$ cat config.mk
export PLATFORM = sky130hd
export DESIGN_NAME = xoroshiro_random_range_draw
export DESIGN_NICKNAME = d
export VERILOG_FILES = /design/src/hw/rtl/xrrd_pkg.sv /design/src/hw/rtl/xrrd_seed.sv /design/src/hw/rtl/xrrd_fifo.sv /design/src/hw/rtl/xrrd_front.sv /design/src/hw/rtl/xrrd_back.sv /design/src/hw/rtl/xoroshiro_random_range_draw.sv
export SDC_FILE = /design/constraint.sdc
export NUM_CORES = 2
export LEC_CHECK = 0
export BUFFER_PORTS_ARGS = -buffer_cell sky130_fd_sc_hd__buf_2
export CORE_ASPECT_RATIO = 1.1
export CORE_MARGIN = 3
export CORE_UTILIZATION = 50
export CTS_BUF_LIST = sky130_fd_sc_hd__clkbuf_8 sky130_fd_sc_hd__clkbuf_16
export DETAILED_ROUTE_END_ITERATION = 16
export PLACE_DENSITY = 0.78
export SYNTH_ARGS = -nofsm -noshare
export SYNTH_HDL_FRONTEND = slang
export SYNTH_HIERARCHICAL = 1
export SYNTH_SLANG_ARGS = --single-unit
$ cat constraint.sdc
create_clock -name i_clk -period 12.8 [get_ports i_clk]
set_input_delay 1.28 -clock i_clk [delete_from_list [all_inputs] [get_ports i_clk]]
set_output_delay 1.28 -clock i_clk [all_outputs]
set_load 0.005 [all_outputs]
$ cat src/hw/rtl/xrrd_pkg.sv
`timescale 1ns / 1ps
// ----------------------------------------------------------------------------
// xrrd_pkg
// Types, constants and helpers shared by the random range draw block.
// ----------------------------------------------------------------------------
package xrrd_pkg;

    localparam logic [63:0] GOLDEN_STEP = 64'h9e3779b97f4a7c15;
    localparam logic [63:0] MIX_MUL_A   = 64'hbf58476d1ce4e5b9;
    localparam logic [63:0] MIX_MUL_B   = 64'h94d049bb133111eb;
    localparam logic [63:0] RESET_WORD0 = 64'd1234567890;
    localparam logic [63:0] RESET_WORD1 = 64'd9876543210;
    localparam logic [63:0] PERCENT_TOP = 64'd100;
    localparam int          ROT_A       = 55;
    localparam int          SHIFT_B     = 14;
    localparam int          ROT_C       = 36;
    localparam int          MIX_SH0     = 30;
    localparam int          MIX_SH1     = 27;
    localparam int          MIX_SH2     = 31;

    typedef enum logic [1:0] {
        OP_RAW     = 2'd0,
        OP_RANGE   = 2'd1,
        OP_PERCENT = 2'd2,
        OP_CHANCE  = 2'd3
    } t_op;

    typedef enum logic [1:0] {
        MUL_P0 = 2'd0,
        MUL_P1 = 2'd1,
        MUL_P2 = 2'd2
    } t_mul_phase;

    typedef enum logic {
        SEED_IDLE = 1'b0,
        SEED_MUL  = 1'b1
    } t_seed_state;

    typedef enum logic [1:0] {
        BACK_IDLE = 2'd0,
        BACK_DIV  = 2'd1,
        BACK_SUM  = 2'd2,
        BACK_DONE = 2'd3
    } t_back_state;

    typedef struct packed {
        logic        valid;
        logic [63:0] word0;
        logic [63:0] word1;
    } t_load;

    typedef struct packed {
        logic        need_mod;
        logic        chance;
        logic [63:0] value;
        logic [63:0] span;
        logic [63:0] lo;
        logic [63:0] threshold;
    } t_job;

    typedef struct packed {
        logic push;
        logic pop;
        logic full;
        logic empty;
    } t_fifo_ctl;

    function automatic logic [63:0] rotl(input logic [63:0] v, input int amount);
        rotl = (v << amount) | (v >> (64 - amount));
    endfunction

endpackage

$ cat src/hw/rtl/xrrd_seed.sv
`timescale 1ns / 1ps
// ----------------------------------------------------------------------------
// xrrd_seed
// Reseed sequencer: two splitmix64 finalisers on a shared 32x32 multiplier.
// ----------------------------------------------------------------------------
module xrrd_seed
    import xrrd_pkg::*;
(
    input  logic        i_clk,
    input  logic        i_rst_n,
    input  logic        i_we,
    input  logic [63:0] i_wdata,
    output logic        o_busy,
    output t_load       o_load
);

    t_seed_state r_state, n_state;
    t_mul_phase  r_ph;
    logic        r_mul_b;
    logic        r_pass;
    logic [63:0] r_z;
    logic [63:0] r_acc;
    logic [63:0] r_w0;
    logic [63:0] w_k;
    logic [31:0] w_opa;
    logic [31:0] w_opb;
    logic [63:0] w_prod;
    logic [63:0] w_res;
    logic [63:0] w_fin;
    logic [63:0] w_w0;
    logic [63:0] w_seed;
    logic        w_last;

    assign w_k    = r_mul_b ? MIX_MUL_B : MIX_MUL_A;
    assign w_seed = i_wdata + GOLDEN_STEP;
    assign w_res  = r_acc + (w_prod << 32);
    assign w_fin  = w_res ^ (w_res >> MIX_SH2);
    assign w_w0   = w_fin + GOLDEN_STEP;
    assign w_last = (r_state == SEED_MUL) && (r_ph == MUL_P2) && r_mul_b && r_pass;

    always_comb begin
        unique case (r_ph)
            MUL_P0:  begin w_opa = r_z[31:0];  w_opb = w_k[31:0];  end
            MUL_P1:  begin w_opa = r_z[31:0];  w_opb = w_k[63:32]; end
            default: begin w_opa = r_z[63:32]; w_opb = w_k[31:0];  end
        endcase
    end

    assign w_prod = {32'd0, w_opa} * {32'd0, w_opb};

    always_comb begin
        n_state = r_state;
        if (i_we) begin
            n_state = SEED_MUL;
        end else if (w_last) begin
            n_state = SEED_IDLE;
        end
    end

    always_comb begin
        o_busy       = (r_state == SEED_MUL);
        o_load.valid = w_last && !i_we;
        o_load.word0 = r_w0;
        o_load.word1 = w_fin;
    end

    always_ff @(posedge i_clk) begin
        if (!i_rst_n) begin
            r_state <= SEED_IDLE;
            r_ph    <= MUL_P0;
            r_mul_b <= 1'b0;
            r_pass  <= 1'b0;
        end else begin
            r_state <= n_state;
            if (i_we) begin
                r_ph    <= MUL_P0;
                r_mul_b <= 1'b0;
                r_pass  <= 1'b0;
            end else if (r_state == SEED_MUL) begin
                unique case (r_ph)
                    MUL_P0:  r_ph <= MUL_P1;
                    MUL_P1:  r_ph <= MUL_P2;
                    default: begin
                        r_ph    <= MUL_P0;
                        r_mul_b <= !r_mul_b;
                        if (r_mul_b) begin
                            r_pass <= 1'b1;
                        end
                    end
                endcase
            end
        end
    end

    always_ff @(posedge i_clk) begin
        if (i_we) begin
            r_z <= w_seed ^ (w_seed >> MIX_SH0);
        end else if (r_state == SEED_MUL) begin
            unique case (r_ph)
                MUL_P0:  r_acc <= w_prod;
                MUL_P1:  r_acc <= r_acc + (w_prod << 32);
                default: begin
                    if (!r_mul_b) begin
                        r_z <= w_res ^ (w_res >> MIX_SH1);
                    end else if (!r_pass) begin
                        r_w0 <= w_w0;
                        r_z  <= w_w0 ^ (w_w0 >> MIX_SH0);
                    end
                end
            endcase
        end
    end

endmodule

$ cat src/hw/rtl/xrrd_fifo.sv
`timescale 1ns / 1ps
// ----------------------------------------------------------------------------
// xrrd_fifo
// Two-entry job queue between the classifying front and the reducing back.
// ----------------------------------------------------------------------------
module xrrd_fifo
    import xrrd_pkg::*;
(
    input  logic      i_clk,
    input  logic      i_rst_n,
    input  t_fifo_ctl i_ctl,
    input  t_job      i_job,
    output t_job      o_job,
    output logic      o_full,
    output logic      o_empty
);

    t_job       r_mem [2];
    logic       r_wp;
    logic       r_rp;
    logic [1:0] r_cnt;
    logic       w_wr;
    logic       w_rd;

    assign o_full  = (r_cnt == 2'd2);
    assign o_empty = (r_cnt == 2'd0);
    assign w_wr    = i_ctl.push && !o_full;
    assign w_rd    = i_ctl.pop && !o_empty;
    assign o_job   = r_mem[r_rp];

    always_ff @(posedge i_clk) begin
        if (!i_rst_n) begin
            r_wp  <= 1'b0;
            r_rp  <= 1'b0;
            r_cnt <= 2'd0;
        end else begin
            if (w_wr) begin
                r_wp <= !r_wp;
            end
            if (w_rd) begin
                r_rp <= !r_rp;
            end
            r_cnt <= r_cnt + {1'b0, w_wr} - {1'b0, w_rd};
        end
    end

    always_ff @(posedge i_clk) begin
        if (w_wr) begin
            r_mem[r_wp] <= i_job;
        end
    end

endmodule

$ cat src/hw/rtl/xrrd_front.sv
`timescale 1ns / 1ps
// ----------------------------------------------------------------------------
// xrrd_front
// Generator state, bound classification and job building per transaction.
// ----------------------------------------------------------------------------
module xrrd_front
    import xrrd_pkg::*;
(
    input  logic        i_clk,
    input  logic        i_rst_n,
    input  logic        i_accept,
    input  logic [1:0]  i_operation,
    input  logic [63:0] i_first_operand,
    input  logic [63:0] i_second_operand,
    input  t_load       i_load,
    output t_job        o_job
);

    logic [63:0] r_w0;
    logic [63:0] r_w1;
    logic [63:0] w_a;
    logic [63:0] w_b;
    logic [63:0] w_lo;
    logic [63:0] w_hi;
    logic [63:0] w_span;
    logic [63:0] w_sum;
    logic [63:0] w_x;
    logic        w_eq;
    logic        w_raw;

    always_comb begin
        w_raw = 1'b0;
        unique case (t_op'(i_operation))
            OP_RAW:     begin w_a = 64'd0; w_b = 64'd0; w_raw = 1'b1; end
            OP_RANGE:   begin w_a = i_first_operand; w_b = i_second_operand; end
            OP_PERCENT: begin w_a = 64'd1; w_b = PERCENT_TOP; end
            default:    begin w_a = 64'd1; w_b = i_second_operand; end
        endcase
    end

    assign w_lo   = (w_a > w_b) ? w_b : w_a;
    assign w_hi   = (w_a > w_b) ? w_a : w_b;
    assign w_eq   = !w_raw && (w_lo == w_hi);
    assign w_span = (w_hi + 64'd1) - w_lo;
    assign w_sum  = r_w0 + r_w1;
    assign w_x    = r_w1 ^ r_w0;

    always_comb begin
        o_job.chance    = (i_operation == OP_PERCENT) || (i_operation == OP_CHANCE);
        o_job.threshold = i_first_operand;
        o_job.lo        = w_lo;
        o_job.span      = w_span;
        o_job.value     = w_eq ? w_lo : w_sum;
        o_job.need_mod  = !w_raw && !w_eq && (w_span != 64'd0);
    end

    always_ff @(posedge i_clk) begin
        if (!i_rst_n) begin
            r_w0 <= RESET_WORD0;
            r_w1 <= RESET_WORD1;
        end else if (i_load.valid) begin
            r_w0 <= i_load.word0;
            r_w1 <= i_load.word1;
        end else if (i_accept && !w_eq) begin
            r_w0 <= rotl(r_w0, ROT_A) ^ w_x ^ (w_x << SHIFT_B);
            r_w1 <= rotl(w_x, ROT_C);
        end
    end

endmodule

$ cat src/hw/rtl/xrrd_back.sv
`timescale 1ns / 1ps
// ----------------------------------------------------------------------------
// xrrd_back
// Bit-serial modulo reduction, offset, chance compare and result register.
// ----------------------------------------------------------------------------
module xrrd_back
    import xrrd_pkg::*;
(
    input  logic        i_clk,
    input  logic        i_rst_n,
    input  t_job        i_job,
    input  logic        i_job_empty,
    output logic        o_job_pop,
    input  logic        i_pop,
    output logic        o_empty,
    output logic [63:0] o_drawn_value,
    output logic        o_chance_hit
);

    t_back_state r_state, n_state;
    t_job        r_job;
    logic [63:0] r_rem;
    logic [63:0] r_dvd;
    logic [5:0]  r_cnt;
    logic [63:0] r_val;
    logic        r_out_valid;
    logic [63:0] r_out_val;
    logic        r_out_hit;
    logic [64:0] w_t;
    logic [64:0] w_d;
    logic        w_out_free;

    assign w_t        = {r_rem, r_dvd[63]};
    assign w_d        = w_t - {1'b0, r_job.span};
    assign w_out_free = !r_out_valid || i_pop;

    always_comb begin
        n_state = r_state;
        unique case (r_state)
            BACK_IDLE: begin
                if (!i_job_empty) begin
                    n_state = i_job.need_mod ? BACK_DIV : BACK_DONE;
                end
            end
            BACK_DIV:  if (r_cnt == 6'd63) n_state = BACK_SUM;
            BACK_SUM:  n_state = BACK_DONE;
            default:   if (w_out_free) n_state = BACK_IDLE;
        endcase
    end

    always_comb begin
        o_job_pop = (r_state == BACK_IDLE) && !i_job_empty;
    end

    always_ff @(posedge i_clk) begin
        if (!i_rst_n) begin
            r_state     <= BACK_IDLE;
            r_out_valid <= 1'b0;
        end else begin
            r_state <= n_state;
            if ((r_state == BACK_DONE) && w_out_free) begin
                r_out_valid <= 1'b1;
            end else if (i_pop) begin
                r_out_valid <= 1'b0;
            end
        end
    end

    always_ff @(posedge i_clk) begin
        unique case (r_state)
            BACK_IDLE: begin
                r_job <= i_job;
                r_val <= i_job.value;
                r_dvd <= i_job.value;
                r_rem <= 64'd0;
                r_cnt <= 6'd0;
            end
            BACK_DIV: begin
                r_rem <= w_d[64] ? w_t[63:0] : w_d[63:0];
                r_dvd <= r_dvd << 1;
                r_cnt <= r_cnt + 6'd1;
            end
            BACK_SUM: r_val <= r_rem + r_job.lo;
            default: begin
                if (w_out_free) begin
                    r_out_val <= r_val;
                    r_out_hit <= r_job.chance && (r_val <= r_job.threshold);
                end
            end
        endcase
    end

    assign o_empty       = !r_out_valid;
    assign o_drawn_value = r_out_val;
    assign o_chance_hit  = r_out_hit;

endmodule

$ cat src/hw/rtl/xoroshiro_random_range_draw.sv
`timescale 1ns / 1ps
// ----------------------------------------------------------------------------
// xoroshiro_random_range_draw
// xoroshiro128+ draws: raw, range, percent and num-out-of chance.
//
// Input queue side: push/full carries one draw request per transaction.
// Result queue side: empty/pop; the oldest result sits on o_drawn_value and
// o_chance_hit while empty is low.
// The generator advances in the front when a request other than an
// equal-bound one is taken; a two-entry job queue feeds the back, which
// reduces by a restoring modulo at one bit a cycle. A raw, equal-bound or
// full-range request goes from the job queue through the back's job register
// to the result register; a reduced draw first runs the 64-step modulo loop.
// Up to two requests queue behind the one in the back.
// A seed write starts a reseed (two splitmix64 finalisers, each two
// 64-bit multiplies as three 32x32 products); full is high meanwhile.
// Reset loads the fixed generator words and empties all queues. If pop stays
// low the result is held and requests back up until full rises.
// ----------------------------------------------------------------------------
module xoroshiro_random_range_draw
    import xrrd_pkg::*;
(
    input  logic        i_clk,
    input  logic        i_rst_n,
    input  logic        push,
    output logic        full,
    input  logic [1:0]  i_operation,
    input  logic [63:0] i_first_operand,
    input  logic [63:0] i_second_operand,
    output logic        empty,
    input  logic        pop,
    output logic [63:0] o_drawn_value,
    output logic        o_chance_hit,
    input  logic        i_cfg_we,
    input  logic [63:0] i_cfg_wdata
);

    t_load     w_load;
    t_job      w_job_in;
    t_job      w_job_out;
    t_fifo_ctl w_ctl;
    logic      w_busy;
    logic      w_qfull;
    logic      w_qempty;
    logic      w_qpop;
    logic      w_accept;

    assign full     = w_busy || w_qfull;
    assign w_accept = push && !full;

    always_comb begin
        w_ctl.push  = w_accept;
        w_ctl.pop   = w_qpop;
        w_ctl.full  = w_qfull;
        w_ctl.empty = w_qempty;
    end

    xrrd_seed u_seed (
        .i_clk   (i_clk),
        .i_rst_n (i_rst_n),
        .i_we    (i_cfg_we),
        .i_wdata (i_cfg_wdata),
        .o_busy  (w_busy),
        .o_load  (w_load)
    );

    xrrd_front u_front (
        .i_clk            (i_clk),
        .i_rst_n          (i_rst_n),
        .i_accept         (w_accept),
        .i_operation      (i_operation),
        .i_first_operand  (i_first_operand),
        .i_second_operand (i_second_operand),
        .i_load           (w_load),
        .o_job            (w_job_in)
    );

    xrrd_fifo u_fifo (
        .i_clk   (i_clk),
        .i_rst_n (i_rst_n),
        .i_ctl   (w_ctl),
        .i_job   (w_job_in),
        .o_job   (w_job_out),
        .o_full  (w_qfull),
        .o_empty (w_qempty)
    );

    xrrd_back u_back (
        .i_clk         (i_clk),
        .i_rst_n       (i_rst_n),
        .i_job         (w_job_out),
        .i_job_empty   (w_qempty),
        .o_job_pop     (w_qpop),
        .i_pop         (pop),
        .o_empty       (empty),
        .o_drawn_value (o_drawn_value),
        .o_chance_hit  (o_chance_hit)
    );

    a_busy_full: assert property (@(posedge i_clk) disable iff (!i_rst_n)
        w_busy |-> full)
        else $error("reseed in progress without full");

    a_load_busy: assert property (@(posedge i_clk) disable iff (!i_rst_n)
        w_load.valid |-> $past(w_busy))
        else $error("generator load outside a reseed");

    a_result_held: assert property (@(posedge i_clk) disable iff (!i_rst_n)
        (!empty && !pop) |=> (!empty && $stable(o_drawn_value)))
        else $error("waiting result lost or changed");

endmodule
# Word level (Yosys, flattened, before mapping)
# Memories as Yosys holds them, arrays and structs flattened. A register that Yosys moved wholly into a read port is not among the register bits.
# Index checks and enable logic that the tools add are counted.
# classes
magnitude_cmp	2
muxes	38
n_eq_ne	15
mul	1
add_sub_neg	11
n_reduce_logical	50
bitwise	14
# op_table
op	n
64-bit two-way mux	13
64-bit one-hot mux with 2 select lines	6
64-bit adder	3
64-bit bitwise XOR	3
64-bit adder (second input constant)	2
64-bit by 34-bit bitwise XOR with 64-bit output	2
65-bit by 64-bit subtractor with 65-bit output	1
64-bit by 1-bit adder with 64-bit output (second input constant)	1
64-bit equality test	1
64-bit > comparator	1
64-bit <= comparator	1
32-bit by 32-bit multiplier with 64-bit output	1
32-bit two-way mux	2
64-bit by 36-bit OR with 64-bit output	1
64-bit by 55-bit OR with 64-bit output	1
64-bit nonzero test	1
64-bit subtractor	1
64-bit by 33-bit bitwise XOR with 64-bit output	1
64-bit by 37-bit bitwise XOR with 64-bit output	1
62-bit two-way mux	1
1-bit logical AND	14
2-bit nonzero test	7
2-bit equality test (second input constant)	6
6-bit one-hot mux with 2 select lines	1
22 further kinds	59
# word_totals
out_inout_bits	67
ram_bits	516
word_cells	156
register_bits	788
mem_count	1
# memory_table
memory	depth	word_bits	rd	rd_clocked_by_memory_dff	write_ports	line_no	text
u_fifo.r_mem	2	258	1	1	1	xrrd_fifo.sv:18	t_job r_mem [2];

# Longest topological paths before layout
# depth
depth_word	13
mapped_depth	53
mapped_depth_nobuf	49

# Modules after synthesis
# The synthesis kept the hierarchy.
# modules_own_cells
mod	cells_each	instances	seq_area_each_um2	area_per_inst_um2
xrrd_seed	4456	1	5865.6	43060.0
xrrd_back	2280	1	13753.2	26048.7
xrrd_fifo	830	1	15595.0	19703.9
xrrd_front	2988	1	2562.5	19494.9
xoroshiro_random_range_draw	2	1	0.0	13.8

# Worst setup path before layout
# OpenSTA, ideal clock, no wires.
# synth_path
kind	input port to flip-flop
start	input port push
end	memory u_fifo/r_mem[0][0] in the netlist's numbering, enable pin
t_arrival_ps	12420
setup_time_ps	883
path_stages	3
slack_ps	-503
n_path_buf	0
cell_sequence	nor3b_1 > nand2_1 > nor2_1
# synth_via
elab_chain_cells	4
# synth_rtl
item	line_no	text
start, declared	xoroshiro_random_range_draw.sv:25	input logic push,
1-bit logical AND	xoroshiro_random_range_draw.sv:49	assign w_accept = push && !full;
1-bit logical AND	xrrd_fifo.sv:27	assign w_wr = i_ctl.push && !o_full;
1-bit two-way mux	xrrd_fifo.sv:48	if (w_wr) begin
1-bit two-way mux (implied by the code)	xrrd_fifo.sv:49	r_mem[r_wp] <= i_job;
end, declared	xrrd_fifo.sv:18	
# Every way passes these cells.

# Worst setup path in the final report
# layout_path
start	register u_seed.r_ph[1]
end	register u_seed.r_z[11] (data pin)
# layout_via
elab_chain_cells	13
word_cells_on_any_way	16
# layout_rtl
item	line_no	text
start, declared	xrrd_seed.sv:18	t_mul_phase r_ph;
start signal, assigned	xrrd_seed.sv:70	r_ph <= MUL_P0;
start signal, assigned	xrrd_seed.sv:76	r_ph <= MUL_P0;
start signal, assigned	xrrd_seed.sv:81	MUL_P0: r_ph <= MUL_P1;
2-bit by 1-bit equality test with 1-bit output or 2-bit logical NOT (tied branches)	xrrd_seed.sv:42	unique case (r_ph)
2-bit OR reduction (no line)	-	
32-bit two-way mux	xrrd_seed.sv:42	
32-bit by 32-bit multiplier with 64-bit output *	xrrd_seed.sv:49	assign w_prod = {32'd0, w_opa} * {32'd0, w_opb};
64-bit adder *	xrrd_seed.sv:36	assign w_res = r_acc + (w_prod << 32);
64-bit by 33-bit bitwise XOR with 64-bit output	xrrd_seed.sv:37	assign w_fin = w_res ^ (w_res >> MIX_SH2);
64-bit adder	xrrd_seed.sv:38	assign w_w0 = w_fin + GOLDEN_STEP;
64-bit by 34-bit bitwise XOR with 64-bit output	xrrd_seed.sv:107	r_z <= w_w0 ^ (w_w0 >> MIX_SH0);
64-bit two-way mux	xrrd_seed.sv:105	end else if (!r_pass) begin
64-bit two-way mux *	xrrd_seed.sv:103	if (!r_mul_b) begin
64-bit two-way mux *	xrrd_seed.sv:99	unique case (r_ph)
64-bit two-way mux *	xrrd_seed.sv:98	end else if (r_state == SEED_MUL) begin
64-bit two-way mux *	xrrd_seed.sv:96	if (i_we) begin
end signal, assigned	xrrd_seed.sv:97	r_z <= w_seed ^ (w_seed >> MIX_SH0);
end signal, assigned	xrrd_seed.sv:104	r_z <= w_res ^ (w_res >> MIX_SH1);
end signal, assigned	xrrd_seed.sv:107	
end, declared	xrrd_seed.sv:21	logic [63:0] r_z;
# Every way passes the cells marked *; elsewhere a longest branch is shown, timed or not. The select of a mux whose other input is x is not followed.
# A chain may end at the register's enable or synchronous reset.

==> results by group <==
Status
  • Status: complete, but fails checks
  • Violated checks: max-capacitance violations, max-slew violations

Worst setup path
  • Critical path arrival: 12,830 ps
  • Slowest CP cell: dfxtp_2
  • Crit-path leading delay family: adder cells
  • Crit end category: flop
  • Type of the worst setup path: reg -> reg
  • Register-to-Register Path Depth: 43
  • Crit path launch type: flop
  • Most used cell, CP: fa_1
  • Crit-path max cell delay: 580 ps
  • Critical-path maximum fanout: 14
  • Critical R2R Launch: u_seed/r_ph[1]
  • Crit path buf inv count: 8
  • Required @ worst endpoint: 13,350 ps
  • Reg-to-Reg End: u_seed/r_z[11]
  • R2R setup slack: 510 ps

STA
  • Achievable clock frequency: 81.4 MHz
  • TNS Setup: 0 ps
  • Setup Viol. Count Final: 0
  • Final Max Slew Viols: 1
  • Actual slew at the worst max-slew pin: 1490 ps
  • Fin Clk Skew: 64.5 ps
  • Final worst-path setup slack: 513 ps
  • Slew margin rel.: -0.0896%
  • Final min period: 12,290 ps
  • Final cycle utilization of the critical path: 96.0%
  • Fin. Hold Viols: 0

Synthesis
  • Yosys Warn Count: 6
  • Distinct cell type count after synthesis: 123
  • Area share of the largest cell type after synthesis: 32.3%
  • Sequential cell area fraction in the yosys report: 34.9%
  • Largest cells by area after synthesis: edfxtp_1, fa_1, ha_1, inv_1, xnor2_1
  • Yosys reg bits: 1,305
  • Ys async rst share: 0%
  • Syn Inst Count: 10,600
  • Post-Syn Area per Cell: 10.3 um^2
  • Main synth FF type: edfxtp_1
  • Post-Synthesis Net Count: 12,300
  • Post-synth EDFFs: 1,164
  • Area leader, netlist: edfxtp_1
  • Synth Cell Area: 0.108 mm^2

Cells and area
  • Layout cells sized above 1: 12.6%
  • Area grow syn2layout: 9.34%
  • Fin nets: 12,600
  • Most common cell after layout, fill and taps aside: inv_1
  • Non-filler instance count after layout: 13,800
  • Final Cell Area: 0.118 mm^2
  • Commonest cells after routing, fill and taps aside: inv_1, edfxtp_1, nand2_1, fa_1, ha_1

Min path
  • Worst Hold End: u_back/o_drawn_value[51]
  • Hold path depth: 0
  • Hold Path Class: reg -> reg
  • Hold_sp: u_back/r_val[51]

Clock network
  • Clock transition at path regs: 80 ps
  • Post-CTS Hold Buffers: 0
  • Clock latency on the worst-skew pair: 820 ps
  • TritonCTS clock tree: yes
  • Sink Count: 1,305
  • H-tree Lvls: 4
  • Root Buffer: clkbuf_16
  • Max Root-Sink Buffers: 3
  • CTS Buf Count: 143

Global route
  • Number of global-route vias before repair: 83,600
  • Largest net degree at the start of global routing: 169
  • Gr ovfl total: 0
  • Total GRT Usage: 35.7%
  • Initial antenna violation count: 32
  • First-pass GRT wire length: 579,000 um

Detailed routing
  • Wire length per cell: 29.3 um
  • Via count: 85,500
  • Post-DRT Antenna Nets: 0
  • Total wire length: 405,000 um
  • Detailed Route Iter0 Violations: 11,400
  • Avg Vias per Cell: 6.19
  • Drc violations: 0
  • TritonRoute pass-1 iters: 9

Placed design
  • Placed inst area: 0.114 mm^2
  • Placer's final routability congestion estimate: 1.11
  • Hpwl dp: 331,000 um
  • # port buffers: 265
  • Setup WS pre-CTS: 381 ps
  • Cells after DPL: 13,500

Floorplan
  • Die area: 0.222 mm^2
  • Die Width: 450 um
  • Placeable Area: 0.215 mm^2
  • Initial Util: 50.5%
  • Die extent in y: 494 um
  • Row Count: 178
  • IO Pins: 266

Job
  • Max-capacitance violation count: 1
==> routing by layer <==
layer	share of wire [%]	wire length (um)	global-route usage, %
met1	38	155000	47.2
met2	44	180000	55.4
met3	10	41800	6.74
met4	6.8	27400	19.6
met5	0.024	97	0
==> cells in the mapped netlist (95+ instances only) <==
library cell,instances
xnor2_1,405
mux2_4,202
dfxtp_1,141
inv_1,1249
clkbuf_1,354
nor2_1,685
mux2_2,192
xor2_1,268
and2_1,95
a21oi_1,699
ha_1,755
nand3_1,311
fa_1,824
a21o_1,230
nand2_1,929
edfxtp_1,1164
nor3_1,108
nor2b_1,112
nand4_1,97
o21ai_0,521
==> cells by family after synthesis <==
| kind of cell | Yosys count | synth area share [%] |
|---|---|---|
| and+or+nand+nor | 2640 | 11.2 |
| AOI/OAI and AO/OA | 2112 | 12.2 |
| buffers and inverters | 1783 | 6.68 |
| adders and majority gates | 1579 | 23.9 |
| DFF | 1305 | 34.9 |
| xor gates and xnor gates | 694 | 5.87 |
| muxes | 442 | 5.24 |
| other | 1 | 0.00346 |
==> worst max path at each step <==
| stage | from | endpoint | slack (ps) | depth (start not counted) |
|---|---|---|---|---|
| detailed placement | u_seed/r_ph[1] | u_seed/r_z[17] | 380 | 41 |
| floorplan | u_seed/r_ph[1] | u_seed/r_z[20] | 1110 | 47 |
| global placement | u_seed/r_ph[1] | u_seed/r_z[11] | 600 | 44 |
| finish | u_seed/r_ph[1] | u_seed/r_z[11] | 510 | 43 |
| CTS | u_seed/r_ph[1] | u_seed/r_z[13] | 300 | 41 |
| global route | u_seed/r_ph[1] | u_seed/r_z[15] | -30 | 48 |
==> stage by stage <==
step	hold WS [ps]	utilization, %
after floorplan	426	-
after global placement	445	53.0
after CTS	458	55.1
after global routing	463	55.2
final	459	55.2
after detailed placement	444	53.0
==> worst reg2reg max path: cells and delay by family, from the launching register on <==
family | cells | cell delay, ps
adders and majority gates | 10 | 4880
and+or+nand+nor | 11 | 2130
AOI/OAI and AO/OA | 9 | 1420
buffers and inverters | 8 | 1360
muxes | 2 | 830
xor gates and xnor gates | 3 | 810
DFF | 1 | 580
==> sequential cells by signal, indices dropped and copies added, names as in the netlist, 6 cells and up, named ones only <==
| name | flops |
|---|---|
| u_fifo/r_mem | 516 |
| u_back/r_job | 193 |
| u_back/o_drawn_value | 64 |
| u_back/r_dvd | 64 |
| u_back/r_rem | 64 |
| u_back/r_val | 64 |
| u_front/r_w0 | 64 |
| u_front/r_w1 | 64 |
| u_seed/r_acc | 64 |
| u_seed/r_w0 | 64 |
| u_seed/r_z | 64 |
| u_back/r_cnt | 6 |
==> what timing repair did <==
action | CTS | global route
setup buffers | 0 | 0
endpoints found under the setup margin | 0 | 28
gates resized for setup | 0 | 6
==> area by class of cell <==
class                           instances  area (um^2)
Antenna cell                           11         27.5
Clock buffer                          149         3710
Inverter                             1258         4720
Timing Repair Buffer                  623         4140
Fill cell                           18700        96300
Clock inverter                        115          972
Multi-Input combinational cell       7468        63500
Tap cell                             2880         3600
Sequential cell                      1305        37800
Power is left out: the tool's default activity adds up to more than one toggle a clock period on the data nets, which glitch-free logic cannot reach.
